<file path="config.mk">
export PLATFORM = sky130hd
export DESIGN_NAME = rc_pwm_pulse_capture
export DESIGN_NICKNAME = d
export VERILOG_FILES = /design/src/sv/rpc_pkg.sv /design/src/sv/rpc_ram.sv /design/src/sv/rpc_eval.sv /design/src/sv/rc_pwm_pulse_capture.sv
export SDC_FILE = /design/constraint.sdc
export NUM_CORES = 2
export LEC_CHECK = 0
export ABC_CLOCK_PERIOD_IN_PS = 16700
export BUFFER_PORTS_ARGS = -buffer_cell sky130_fd_sc_hd__buf_4
export CORE_MARGIN = 1
export CORE_UTILIZATION = 30
export CTS_BUF_LIST = sky130_fd_sc_hd__clkbuf_4 sky130_fd_sc_hd__clkbuf_8
export CTS_CLUSTER_SIZE = 8
export DETAILED_ROUTE_END_ITERATION = 12
export GPL_TIMING_DRIVEN = 0
export MAX_ROUTING_LAYER = met4
export SLEW_MARGIN = 20
export SYNTH_ARGS = -nofsm -noshare
export SYNTH_HDL_FRONTEND = slang
export SYNTH_SLANG_ARGS = --single-unit
</file>
<file path="constraint.sdc">
create_clock -name clock -period 16.7 [get_ports clock]
set_input_delay 0.835 -clock clock [delete_from_list [all_inputs] [get_ports clock]]
set_output_delay 0.835 -clock clock [all_outputs]
set_load 0.1 [all_outputs]
</file>
<file path="src/sv/rpc_pkg.sv">
// shared types, constants and register codes for the rc pulse capture block
// no dependencies; used by rpc_eval, the top level and the checker by scoped names
package rpc_pkg;

   localparam int CHANNELS     = 6;
   localparam int TIME_BITS    = 48;
   localparam int CH_ADDR_W    = $clog2(CHANNELS);
   localparam int CH_BITS      = 3;
   localparam int OP_BITS      = 2;
   localparam int WIDTH_BITS   = 16;
   localparam int TIMEOUT_BITS = 24;
   localparam int CSR_IDX_BITS = 3;
   localparam int CSR_DATA_BITS = 24;

   localparam logic [CH_BITS:0] CH_COUNT = (CH_BITS + 1)'(CHANNELS);

   // item kinds
   localparam logic [OP_BITS-1:0] OP_EDGE = 2'd0;
   localparam logic [OP_BITS-1:0] OP_READ = 2'd1;
   localparam logic [OP_BITS-1:0] OP_POLL = 2'd2;
   localparam logic [OP_BITS-1:0] OP_NONE = 2'd3;

   // register indexes
   localparam logic [CSR_IDX_BITS-1:0] CSR_MIN_WIDTH    = 3'd0;
   localparam logic [CSR_IDX_BITS-1:0] CSR_MAX_WIDTH    = 3'd1;
   localparam logic [CSR_IDX_BITS-1:0] CSR_LOSS_TIMEOUT = 3'd2;
   localparam logic [CSR_IDX_BITS-1:0] CSR_DISCRETE_THR = 3'd3;
   localparam logic [CSR_IDX_BITS-1:0] CSR_NOISE_BAND   = 3'd4;

   // register reset values
   localparam logic [WIDTH_BITS-1:0]   RST_MIN_WIDTH    = 16'd800;
   localparam logic [WIDTH_BITS-1:0]   RST_MAX_WIDTH    = 16'd2200;
   localparam logic [TIMEOUT_BITS-1:0] RST_LOSS_TIMEOUT = 24'd100000;
   localparam logic [WIDTH_BITS-1:0]   RST_DISCRETE_THR = 16'd1500;
   localparam logic [WIDTH_BITS-1:0]   RST_NOISE_BAND   = 16'd10;

   // stream payload layout
   localparam int REQ_TDATA_BITS = 56;
   localparam int REQ_USED_BITS  = CH_BITS + 1 + TIME_BITS;
   localparam int RSP_TDATA_BITS = 24;
   localparam int RSP_USED_BITS  = 6 + WIDTH_BITS;

   localparam int RSP_ACCEPTED_BIT = 0;
   localparam int RSP_VALID_BIT    = 1 + WIDTH_BITS;
   localparam int RSP_DISCRETE_BIT = 2 + WIDTH_BITS;
   localparam int RSP_OK_BIT       = 3 + WIDTH_BITS;
   localparam int RSP_SEEN_BIT     = 4 + WIDTH_BITS;
   localparam int RSP_CHANGE_BIT   = 5 + WIDTH_BITS;

   typedef struct packed {
      logic [WIDTH_BITS-1:0]   min_width;
      logic [WIDTH_BITS-1:0]   max_width;
      logic [TIMEOUT_BITS-1:0] loss_timeout;
      logic [WIDTH_BITS-1:0]   discrete_thr;
      logic [WIDTH_BITS-1:0]   noise_band;
   } cfg_type;

   typedef struct packed {
      logic [OP_BITS-1:0]   op;
      logic [CH_BITS-1:0]   channel;
      logic                 level;
      logic [TIME_BITS-1:0] time_us;
   } item_type;

   // one channel's record in the state memory
   typedef struct packed {
      logic [TIME_BITS-1:0]  rise_time;
      logic                  rise_recorded;
      logic [WIDTH_BITS-1:0] width;
      logic                  width_valid;
      logic [TIME_BITS-1:0]  update_time;
      logic [WIDTH_BITS-1:0] reported_width;
   } entry_type;

   localparam int ENTRY_BITS = $bits(entry_type);

   typedef struct packed {
      logic                  accepted;
      logic [WIDTH_BITS-1:0] pulse_width;
      logic                  pulse_valid;
      logic                  discrete_on;
      logic                  signal_ok;
      logic                  signal_seen;
      logic                  change_report;
   } result_type;

   // write-back and global update from the evaluate stage
   typedef struct packed {
      logic      entry_wr;
      entry_type entry;
      logic      accept;
   } update_type;

endpackage

</file>
<file path="src/sv/rpc_ram.sv">
// generic single-write, single-read ram with registered read data
// no dependencies
module rpc_ram #(
   parameter int WIDTH = 8,
   parameter int DEPTH = 4
) (
   input  logic                     clock,
   input  logic                     wr_en,
   input  logic [$clog2(DEPTH)-1:0] wr_addr,
   input  logic [WIDTH-1:0]         wr_data,
   input  logic                     rd_en,
   input  logic [$clog2(DEPTH)-1:0] rd_addr,
   output logic [WIDTH-1:0]         rd_data
);

   logic [WIDTH-1:0] mem_ff [DEPTH];
   logic [WIDTH-1:0] rd_data_ff;

   always_ff @(posedge clock) begin
      if (wr_en) begin
         mem_ff[wr_addr] <= wr_data;
      end
      if (rd_en) begin
         rd_data_ff <= mem_ff[rd_addr];
      end
   end

   assign rd_data = rd_data_ff;

endmodule

</file>
<file path="src/sv/rpc_eval.sv">
// evaluate stage: measures widths, applies stale clear and change report
// depends on rpc_pkg
module rpc_eval (
   input  rpc_pkg::item_type                   item,
   input  rpc_pkg::entry_type                  entry,
   input  rpc_pkg::cfg_type                    cfg,
   input  logic [rpc_pkg::TIME_BITS-1:0]       last_accept,
   input  logic                                seen,
   output rpc_pkg::update_type                 upd,
   output rpc_pkg::result_type                 result
);

   logic                              in_range;
   logic                              is_edge;
   logic                              is_poll;
   logic [rpc_pkg::TIME_BITS-1:0]     pulse_w;
   logic [rpc_pkg::TIME_BITS-1:0]     age;
   logic [rpc_pkg::TIME_BITS-1:0]     sig_age;
   logic [rpc_pkg::TIME_BITS-1:0]     timeout_ext;
   logic [rpc_pkg::WIDTH_BITS-1:0]    diff;
   logic                              in_limits;
   logic                              fresh;
   logic                              accept;
   logic                              change;
   rpc_pkg::entry_type                nxt;

   always_comb begin
      in_range    = ({1'b0, item.channel} < rpc_pkg::CH_COUNT) && (item.op != rpc_pkg::OP_NONE);
      is_edge     = item.op == rpc_pkg::OP_EDGE;
      is_poll     = item.op == rpc_pkg::OP_POLL;
      timeout_ext = {{(rpc_pkg::TIME_BITS - rpc_pkg::TIMEOUT_BITS){1'b0}}, cfg.loss_timeout};
      pulse_w     = item.time_us - entry.rise_time;
      in_limits   = (pulse_w[rpc_pkg::TIME_BITS-1:rpc_pkg::WIDTH_BITS] == '0)
                    && (pulse_w[rpc_pkg::WIDTH_BITS-1:0] >= cfg.min_width)
                    && (pulse_w[rpc_pkg::WIDTH_BITS-1:0] <= cfg.max_width);
      age         = item.time_us - entry.update_time;
      fresh       = age < timeout_ext;
      accept      = in_range && is_edge && !item.level && entry.rise_recorded && in_limits;

      nxt = entry;
      if (is_edge && item.level) begin
         nxt.rise_time     = item.time_us;
         nxt.rise_recorded = 1'b1;
      end
      if (accept) begin
         nxt.width       = pulse_w[rpc_pkg::WIDTH_BITS-1:0];
         nxt.width_valid = 1'b1;
         nxt.update_time = item.time_us;
      end
      if (!is_edge && !fresh) begin
         nxt.width_valid = 1'b0;
      end

      // a poll never accepts, so the stored width is the one reported
      diff = (entry.width >= entry.reported_width) ? entry.width - entry.reported_width
                                                   : entry.reported_width - entry.width;
      change = is_poll && nxt.width_valid
               && ((entry.reported_width == '0) || (diff >= cfg.noise_band));
      if (change) begin
         nxt.reported_width = nxt.width;
      end

      // an accept restamps the signal, so its age is zero
      sig_age  = item.time_us - last_accept;

      upd.entry_wr = in_range;
      upd.entry    = nxt;
      upd.accept   = accept;

      result.accepted      = accept;
      result.pulse_width   = in_range ? nxt.width : '0;
      result.pulse_valid   = in_range && nxt.width_valid;
      result.discrete_on   = in_range && nxt.width_valid && (nxt.width > cfg.discrete_thr);
      result.signal_ok     = accept ? (cfg.loss_timeout != '0) : (sig_age < timeout_ext);
      result.signal_seen   = seen || accept;
      result.change_report = in_range && change;
   end

endmodule

</file>
<file path="src/sv/rc_pwm_pulse_capture.sv">
// rc pulse capture top level: stream ports, config registers, state ram
// a request is registered in s1 and its result in the response register
// throughput: one item per cycle when not stalled; state is read on request transfer
// from a ram of one entry per channel, written back, forwarded on back-to-back hits
// reset clears registers to defaults, channel valid bits, signal state and pipeline
module rc_pwm_pulse_capture (
   input  logic                                  clock,
   input  logic                                  reset,
   input  logic                                  req_tvalid,
   output logic                                  req_tready,
   // channel, level, time_us, zero pad
   input  logic [rpc_pkg::REQ_TDATA_BITS-1:0]    req_tdata,
   // op
   input  logic [rpc_pkg::OP_BITS-1:0]           req_tuser,
   output logic                                  rsp_tvalid,
   input  logic                                  rsp_tready,
   // accepted, pulse_width, pulse_valid, discrete_on, signal_ok, signal_seen,
   // change_report, zero pad
   output logic [rpc_pkg::RSP_TDATA_BITS-1:0]    rsp_tdata,
   input  logic                                  csr_valid,
   output logic                                  csr_ready,
   input  logic [rpc_pkg::CSR_IDX_BITS-1:0]      csr_index,
   input  logic [rpc_pkg::CSR_DATA_BITS-1:0]     csr_wdata
);

   rpc_pkg::cfg_type                     cfg_ff;
   logic                                 s1_valid_ff;
   rpc_pkg::item_type                    s1_item_ff;
   logic                                 rd_live_ff;
   logic                                 byp_ff;
   rpc_pkg::entry_type                   byp_data_ff;
   logic [rpc_pkg::CHANNELS-1:0]         entry_valid_ff;
   logic [rpc_pkg::TIME_BITS-1:0]        last_accept_ff;
   logic                                 seen_ff;
   logic                                 rsp_valid_ff;
   logic [rpc_pkg::RSP_TDATA_BITS-1:0]   rsp_data_ff;

   rpc_pkg::item_type                    req_item;
   logic                                 req_fire;
   logic                                 req_in_range;
   logic                                 s1_advance;
   logic                                 wr_fire;
   logic [rpc_pkg::CH_ADDR_W-1:0]        rd_addr;
   logic [rpc_pkg::CH_ADDR_W-1:0]        wr_addr;
   logic                                 byp_in;
   logic [rpc_pkg::ENTRY_BITS-1:0]       ram_rdata;
   rpc_pkg::entry_type                   entry_now;
   rpc_pkg::update_type                  upd;
   rpc_pkg::result_type                  result;
   logic [rpc_pkg::RSP_TDATA_BITS-1:0]   rsp_data_in;

   assign req_item.op      = req_tuser;
   assign req_item.channel = req_tdata[rpc_pkg::CH_BITS-1:0];
   assign req_item.level   = req_tdata[rpc_pkg::CH_BITS];
   assign req_item.time_us = req_tdata[rpc_pkg::REQ_USED_BITS-1:rpc_pkg::CH_BITS+1];

   assign s1_advance   = s1_valid_ff && (!rsp_valid_ff || rsp_tready);
   assign req_tready   = !s1_valid_ff || s1_advance;
   assign req_fire     = req_tvalid && req_tready;
   assign req_in_range = {1'b0, req_item.channel} < rpc_pkg::CH_COUNT;
   assign rd_addr      = req_item.channel[rpc_pkg::CH_ADDR_W-1:0];
   assign wr_addr      = s1_item_ff.channel[rpc_pkg::CH_ADDR_W-1:0];
   assign wr_fire      = s1_advance && upd.entry_wr;
   assign byp_in       = wr_fire && (wr_addr == rd_addr);
   assign csr_ready    = 1'b1;

   rpc_ram #(
      .WIDTH (rpc_pkg::ENTRY_BITS),
      .DEPTH (rpc_pkg::CHANNELS)
   ) u_state_ram (
      .clock   (clock),
      .wr_en   (wr_fire),
      .wr_addr (wr_addr),
      .wr_data (upd.entry),
      .rd_en   (req_fire && req_in_range),
      .rd_addr (rd_addr),
      .rd_data (ram_rdata)
   );

   // forwarded write-back wins over the ram, never-written entries read as zero
   always_comb begin
      if (byp_ff) begin
         entry_now = byp_data_ff;
      end else if (rd_live_ff) begin
         entry_now = rpc_pkg::entry_type'(ram_rdata);
      end else begin
         entry_now = '0;
      end
   end

   rpc_eval u_eval (
      .item        (s1_item_ff),
      .entry       (entry_now),
      .cfg         (cfg_ff),
      .last_accept (last_accept_ff),
      .seen        (seen_ff),
      .upd         (upd),
      .result      (result)
   );

   assign rsp_data_in = {{(rpc_pkg::RSP_TDATA_BITS - rpc_pkg::RSP_USED_BITS){1'b0}},
                         result.change_report, result.signal_seen, result.signal_ok,
                         result.discrete_on, result.pulse_valid, result.pulse_width,
                         result.accepted};

   always_ff @(posedge clock) begin
      if (reset) begin
         cfg_ff.min_width    <= rpc_pkg::RST_MIN_WIDTH;
         cfg_ff.max_width    <= rpc_pkg::RST_MAX_WIDTH;
         cfg_ff.loss_timeout <= rpc_pkg::RST_LOSS_TIMEOUT;
         cfg_ff.discrete_thr <= rpc_pkg::RST_DISCRETE_THR;
         cfg_ff.noise_band   <= rpc_pkg::RST_NOISE_BAND;
      end else if (csr_valid) begin
         case (csr_index)
            rpc_pkg::CSR_MIN_WIDTH: begin
               cfg_ff.min_width <= csr_wdata[rpc_pkg::WIDTH_BITS-1:0];
            end
            rpc_pkg::CSR_MAX_WIDTH: begin
               cfg_ff.max_width <= csr_wdata[rpc_pkg::WIDTH_BITS-1:0];
            end
            rpc_pkg::CSR_LOSS_TIMEOUT: begin
               cfg_ff.loss_timeout <= csr_wdata[rpc_pkg::TIMEOUT_BITS-1:0];
            end
            rpc_pkg::CSR_DISCRETE_THR: begin
               cfg_ff.discrete_thr <= csr_wdata[rpc_pkg::WIDTH_BITS-1:0];
            end
            rpc_pkg::CSR_NOISE_BAND: begin
               cfg_ff.noise_band <= csr_wdata[rpc_pkg::WIDTH_BITS-1:0];
            end
            default: begin
            end
         endcase
      end
   end

   always_ff @(posedge clock) begin
      if (reset) begin
         s1_valid_ff    <= 1'b0;
         rsp_valid_ff   <= 1'b0;
         entry_valid_ff <= '0;
         last_accept_ff <= '0;
         seen_ff        <= 1'b0;
      end else begin
         if (req_fire) begin
            s1_valid_ff <= 1'b1;
         end else if (s1_advance) begin
            s1_valid_ff <= 1'b0;
         end
         if (s1_advance) begin
            rsp_valid_ff <= 1'b1;
         end else if (rsp_tready) begin
            rsp_valid_ff <= 1'b0;
         end
         if (wr_fire) begin
            entry_valid_ff[wr_addr] <= 1'b1;
         end
         if (s1_advance && upd.accept) begin
            last_accept_ff <= s1_item_ff.time_us;
            seen_ff        <= 1'b1;
         end
      end
   end

   always_ff @(posedge clock) begin
      if (req_fire) begin
         s1_item_ff  <= req_item;
         byp_ff      <= byp_in;
         byp_data_ff <= upd.entry;
         rd_live_ff  <= req_in_range && entry_valid_ff[rd_addr];
      end
      if (s1_advance) begin
         rsp_data_ff <= rsp_data_in;
      end
   end

   assign rsp_tvalid = rsp_valid_ff;
   assign rsp_tdata  = rsp_data_ff;

endmodule

</file>
# Word-level counts from Yosys, hierarchy flattened
# Memory sizes are Yosys's and may differ from the RTL's. A register that Yosys moved wholly into a read port is not among the register bits.
# Index checks and enable logic that the tools add are counted.
dict set report totals {
  ff_bits 353
  latch_bits 0
  mem_bits_rw 780
  romBits 0
  inputBits 90
  out_inout_bits 27
  n_memories 1
}
dict set report op_classes {
  addsub 5
  mul 0
  div_mod_pow 0
  n_lt_le_gt_ge 12
  eq_ne 7
  n_shift 0
  n_mux 18
  bitwise 1
  reduce_logical 43
}
# name depth word_bits rd rd_clocked_by_memory_dff wr line
set memory_table {}
lappend memory_table {u_state_ram.mem_ff 6 130 1 1 1 rpc_ram.sv:16} ;# logic [WIDTH-1:0] mem_ff [DEPTH];
# op count
set ops {}
lappend ops {{130-bit two-way mux} 2}
lappend ops {{48-bit subtractor} 3}
lappend ops {{48-bit by 24-bit < comparator with 1-bit output} 2}
lappend ops {{65-bit two-way mux} 1}
lappend ops {{49-bit two-way mux} 1}
lappend ops {{16-bit greater-or-equal comparator} 3}
lappend ops {{32-bit logical NOT} 1}
lappend ops {{16-bit two-way mux} 2}
lappend ops {{16-bit subtractor} 2}
lappend ops {{24-bit nonzero test} 1}
lappend ops {{1-bit logical AND} 22}
lappend ops {{16-bit greater-than comparator} 1}
lappend ops {{16-bit less-or-equal comparator} 1}
lappend ops {{16-bit logical NOT} 1}
lappend ops {{1-bit two-way mux} 10}
lappend ops {{2-bit AND reduction} 5}
lappend ops {{3-bit by 4-bit < comparator with 1-bit output (second input constant)} 2}
lappend ops {{3-bit by 2-bit equality test with 1-bit output (second input constant)} 2}
lappend ops {{3-bit < comparator (second input constant)} 2}
lappend ops {{6-bit bitwise OR} 1}
lappend ops {{1-bit logical NOT} 5}
lappend ops {{1-bit logical OR} 4}
lappend ops {{2-bit nonzero test} 2}
lappend ops {{1-bit binary-select mux with 3-bit select} 1}
lappend ops {{9 further kinds} 9}

# Depth between registers and ports, before layout
dict set report logic_depth {
  word_depth 12
  mapped_depth 45
  depth_no_buf 38
}

# Modules after synthesis
# Synthesis repeated with hierarchy kept, for this count alone.
dict set report hier_totals {
  hier_cells 5030
  area_unflattened_um2 63424.6
}
# mod n_inst cells_each area_each_um2
set modules_own_cells {}
lappend modules_own_cells {rpc_ram 1 1659 34653.2}
lappend modules_own_cells {rpc_eval 1 2348 15513.6}
lappend modules_own_cells {rc_pwm_pulse_capture 1 1023 13257.7}

# Least setup slack after synthesis
# No wires, ideal clock.
dict set report synth_timing {
  path_kind {reg-to-reg}
  from {register rsp_valid_ff (netlist: rsp_tvalid)}
  to {register u_state_ram.rd_data_ff[0] (netlist: u_state_ram.rd_data[0]), read port of u_state_ram.mem_ff, enable pin}
  setup_time_ps 817
  t_arrival_ps 15620
  path_slack_ps 263
  stages_incl_launch_ff 5
  n_path_buf 0
  period_less_slack_ps 16437
  path_cell_list {dfxtp_1 > nor2b_1 > nand2_1 > and2_1 > a21boi_0}
}
dict set report synth_via {
  elab_chain_cells 6
}
# element line
set synth_rtl {}
lappend synth_rtl {{from (decl)} rc_pwm_pulse_capture.sv:35} ;# logic rsp_valid_ff;
lappend synth_rtl {{from (signal assigned)} rc_pwm_pulse_capture.sv:139} ;# rsp_valid_ff <= 1'b0;
lappend synth_rtl {{from (signal assigned)} rc_pwm_pulse_capture.sv:150} ;# rsp_valid_ff <= 1'b1;
lappend synth_rtl {{from (signal assigned)} rc_pwm_pulse_capture.sv:152} ;# rsp_valid_ff <= 1'b0;
lappend synth_rtl {{1-bit logical NOT} rc_pwm_pulse_capture.sv:57} ;# assign s1_advance = s1_valid_ff && (!rsp_valid_ff || rsp_tready);
lappend synth_rtl {{1-bit logical OR} rc_pwm_pulse_capture.sv:57}
lappend synth_rtl {{1-bit logical AND} rc_pwm_pulse_capture.sv:57}
lappend synth_rtl {{1-bit logical OR} rc_pwm_pulse_capture.sv:58} ;# assign req_tready = !s1_valid_ff || s1_advance;
lappend synth_rtl {{named net req_tready} rc_pwm_pulse_capture.sv:10} ;# output logic req_tready,
lappend synth_rtl {{1-bit logical AND} rc_pwm_pulse_capture.sv:59} ;# assign req_fire = req_tvalid && req_tready;
lappend synth_rtl {{named net req_fire} rc_pwm_pulse_capture.sv:39} ;# logic req_fire;
lappend synth_rtl {{1-bit logical AND} rc_pwm_pulse_capture.sv:75} ;# .rd_en (req_fire && req_in_range),
lappend synth_rtl {{named net u_state_ram.rd_en} rpc_ram.sv:11} ;# input logic rd_en,
lappend synth_rtl {{to (decl)} rpc_ram.sv:17} ;# logic [WIDTH-1:0] rd_data_ff;
# The timed path passes the listed nets, and every way through them passes these cells.
# A chain may end at the register's enable or synchronous reset.

==> PnR_summary.wiki <==
{| class="wikitable"
! Metric !! Value
|-
| Sink count of the clock tree || 1263
|-
| Largest net degree at the start of global routing || 46
|-
| Least-Margin Pin Slew || 1200 ps
|-
| Clock period minus worst slack || 14750 ps
|-
| Share of the clock period used by the worst path after layout || 0.883
|-
| Area growth syn-to-layout || 17.6%
|-
| Detail-routed net length per standard cell || 24.4 microns
|-
| RSZ-0062 raised after global routing || no
|-
| Fmax achieved || 67.8 MHz
|-
| Category of the worst setup path capture point || flop
|-
| Cell variety after synth || 93
|-
| Global placer's final weighted congestion || 0.976
|-
| Filler cell count || 19800
|-
| Predominant post-synthesis flop cell || sky130_fd_sc_hd__edfxtp_1
|-
| Clock slew at reported path FFs || 70 ps
|-
| Post-synthesis average cell area || 12.5 sq um
|-
| Library cell appearing most often on the critical path || sky130_fd_sc_hd__a21oi_1
|-
| Area of the die || 205000 sq um
|-
| Initial Utilization || 0.302
|-
| Commonest cells after routing, fill and taps aside || 1118 x sky130_fd_sc_hd__edfxtp_1, 555 x sky130_fd_sc_hd__a21oi_1, 397 x sky130_fd_sc_hd__nor2_1, 343 x sky130_fd_sc_hd__nand2_1, 277 x sky130_fd_sc_hd__ha_1
|-
| Core outline area || 202000 sq um
|-
| Maximum clock skew at final layout || 76.7 ps
|-
| #FFs+latches synth || 1263
|-
| Instance count of the mapped netlist || 4902
|-
| Detailed-routing iteration count for the pre-antenna-repair pass || 6
|-
| Cell area power density || 107 nW/um^2
|-
| Critical setup path kind || reg2reg
|-
| Number of gates given a new drive strength after cts || 0
|-
| Arrival time of the worst setup path || 15520 ps
|-
| Worst min-delay path class || in2reg
|-
| Iteration-0 DRC count of the detailed router || 4252
|-
| Critical Path Fanout Max || 10
|-
| Overall global routing resource usage || 0.198
|-
| GR Overflow Total || 0
|-
| Post-Route Utilization || 0.355
|-
| Max-cap check violation count || 0
|-
| Buffer and inverter count on the worst path || 9
|-
| Worst skew pair latency || 1020 ps
|-
| Number of top-level pins || 117
|-
| Die Y-Extent || 453 microns
|-
| Total Wirelength || 201000 microns
|-
| Area taken by multi-input logic gates || 22900 sq um
|-
| Max-slew headroom || 0.197
|-
| Number of global-route vias before repair || 43000
|-
| Syn. warnings || 0
|-
| Bufs on Longest Clock Path || 3
|-
| Final Hold Violating Endpoints || 0
|-
| Antenna violations before repair || 7
|-
| CTS Buf Count || 216
|-
| HPWL after detailed placement || 152000 microns
|-
| Fraction of layout instances using a drive strength above 1 || 0.148
|-
| Biggest cell delay along the critical path || 950 ps
|-
| Total number of nets in the final design || 5771
|-
| Root buf cell || sky130_fd_sc_hd__clkbuf_8
|-
| Crit start category || flop
|-
| Post-Syn Area || 61100 sq um
|-
| Final max-slew violation count || 0
|-
| Final Instance Area || 71900 sq um
|-
| Most common cell after layout, fill and taps aside || sky130_fd_sc_hd__edfxtp_1
|-
| Data required, critical path || 17470 ps
|-
| Htree depth || 4
|-
| Post-detailed-route DRC marker count || 0
|-
| Die span in x || 453 microns
|-
| Worst path slowest cell || sky130_fd_sc_hd__clkbuf_1
|-
| TritonCTS clock tree || yes
|-
| Leakage power summed over all cells || 0.0258 uW
|-
| Residual antenna-violating net count after detailed routing || 0
|-
| Final setup fails || 0
|-
| Kind of cell adding the most delay to the critical path || compound AO/OA/AOI/OAI gates
|-
| Post-synth EDFFs || 1118
|-
| VDD IR max || 0.0660 mV
|-
| Storage element area || 36500 sq um
|-
| Total of buffers placed on input and output ports || 108
|-
| Total via count in the routed design || 43600
|-
| Status || completed
|-
| Area after detailed placement || 66700 sq um
|-
| Via density per instance || 5.27
|-
| Sequential share of the synthesized area || 0.597
|-
| Smallest hold slack || 108 ps
|-
| Number of placement rows || 165
|-
| First-pass GRT wire length || 291000 microns
|-
| Ys async rst share || 0
|}
==> sequential cells by signal, indices dropped and copies added (netlist names) <==
| register | flops |
|---|---|
| u_state_ram.mem_ff | 780 |
| cfg_ff | 88 |
| byp_ff | 1 |
| entry_valid_ff | 6 |
| last_accept_ff | 48 |
| rsp_tdata | 22 |
| rd_live_ff | 1 |
| u_state_ram.rd_data | 130 |
| s1_item_ff | 51 |
| s1_valid_ff | 1 |
| wr_addr | 3 |
| seen_ff | 1 |
| rsp_tvalid | 1 |
| byp_data_ff | 130 |
==> power breakdown <==
group          switching, uW  total (uW)  internal (uW)
combinational            743        1140            399
clock                   1330        2980           1650
sequential              54.3        3600           3550
total                   2130        7720           5590
==> cells by family after synthesis <==
| logic type | share of synthesized area |
|---|---|
| XOR/XNOR | 0.0155 |
| flip-flops | 0.597 |
| AND/OR/NAND/NOR | 0.0923 |
| multiplexers | 0.0793 |
| adder cells (fa/ha/maj) | 0.0585 |
| AO/OA/AOI/OAI | 0.127 |
| buffers and inverters | 0.0299 |
| other | 0.000123 |
==> final timing paths <==
kind	startpoint	to	slack, ps	depth (start not counted)
max	byp_ff	rsp_tdata[18]	1950	44
min	req_tdata[0]	wr_addr[0]	110	1
min reg2reg	cfg_ff[58]	cfg_ff[58]	460	2
max reg2reg	byp_ff	rsp_tdata[18]	1950	44
==> per-stage QoR <==
stage | setup TNS (ps) | worst slack, ps | std cells | power (uW)
2_1_floorplan | 0 | 263 | 4903 | 4380
3_3_place_gp | -5149130 | -12590 | 7683 | 4780
3_5_place_dp | 0 | 2170 | 7802 | 4780
4_1_cts | 0 | 2190 | 8250 | 7770
5_1_grt | 0 | 1620 | 8253 | 8010
6_report | 0 | 1950 | 8258 | 7720
==> metal layers <==
metal | GRT usage | routed length (microns) | vias to the layer above
met3 | 0.0276 | 12800 | 292
met1 | 0.255 | 85700 | 21900
li1 | - | - | 19700
met2 | 0.320 | 96100 | 1654
met5 | - | 0 | -
met4 | 0.0680 | 6550 | 0
==> cells in the mapped netlist, drive strengths merged (33+ instances only) <==
library cell / count / share of area
inv: 222 / 0.014
clkbuf: 190 / 0.012
nand3: 89 / 0.0073
nor4: 33 / 0.0035
a21o: 111 / 0.014
a22oi: 122 / 0.015
mux2i: 170 / 0.028
mux4: 131 / 0.048
edfxtp: 1118 / 0.55
xnor2: 76 / 0.011
ha: 277 / 0.057
o21ai: 166 / 0.014
nand2: 343 / 0.021
dfxtp: 145 / 0.048
nand4: 78 / 0.0081
nor2b: 36 / 0.0037
o21bai: 35 / 0.0043
buf: 63 / 0.0045
nor3: 47 / 0.0038
nor2: 399 / 0.025
a211oi: 39 / 0.0049
a21oi: 555 / 0.045
==> layout make-up <==
cell class	instances	share of cell area
diodes	8	0.000278
plain buffers	253	0.0142
clock buffers	308	0.0521
clock inverters	88	0.0121
inverters	223	0.0116
multi-input cells	3164	0.318
flip-flops and latches	1263	0.507
well taps	2672	0.0465
repair buffers	279	0.0376
==> what timing repair did <==
action,4_1_cts,5_1_grt
buffers inserted,0,0
hold buffers,52,0
hold endpoints to repair,52,0
(Power assumes the default switching activity.)
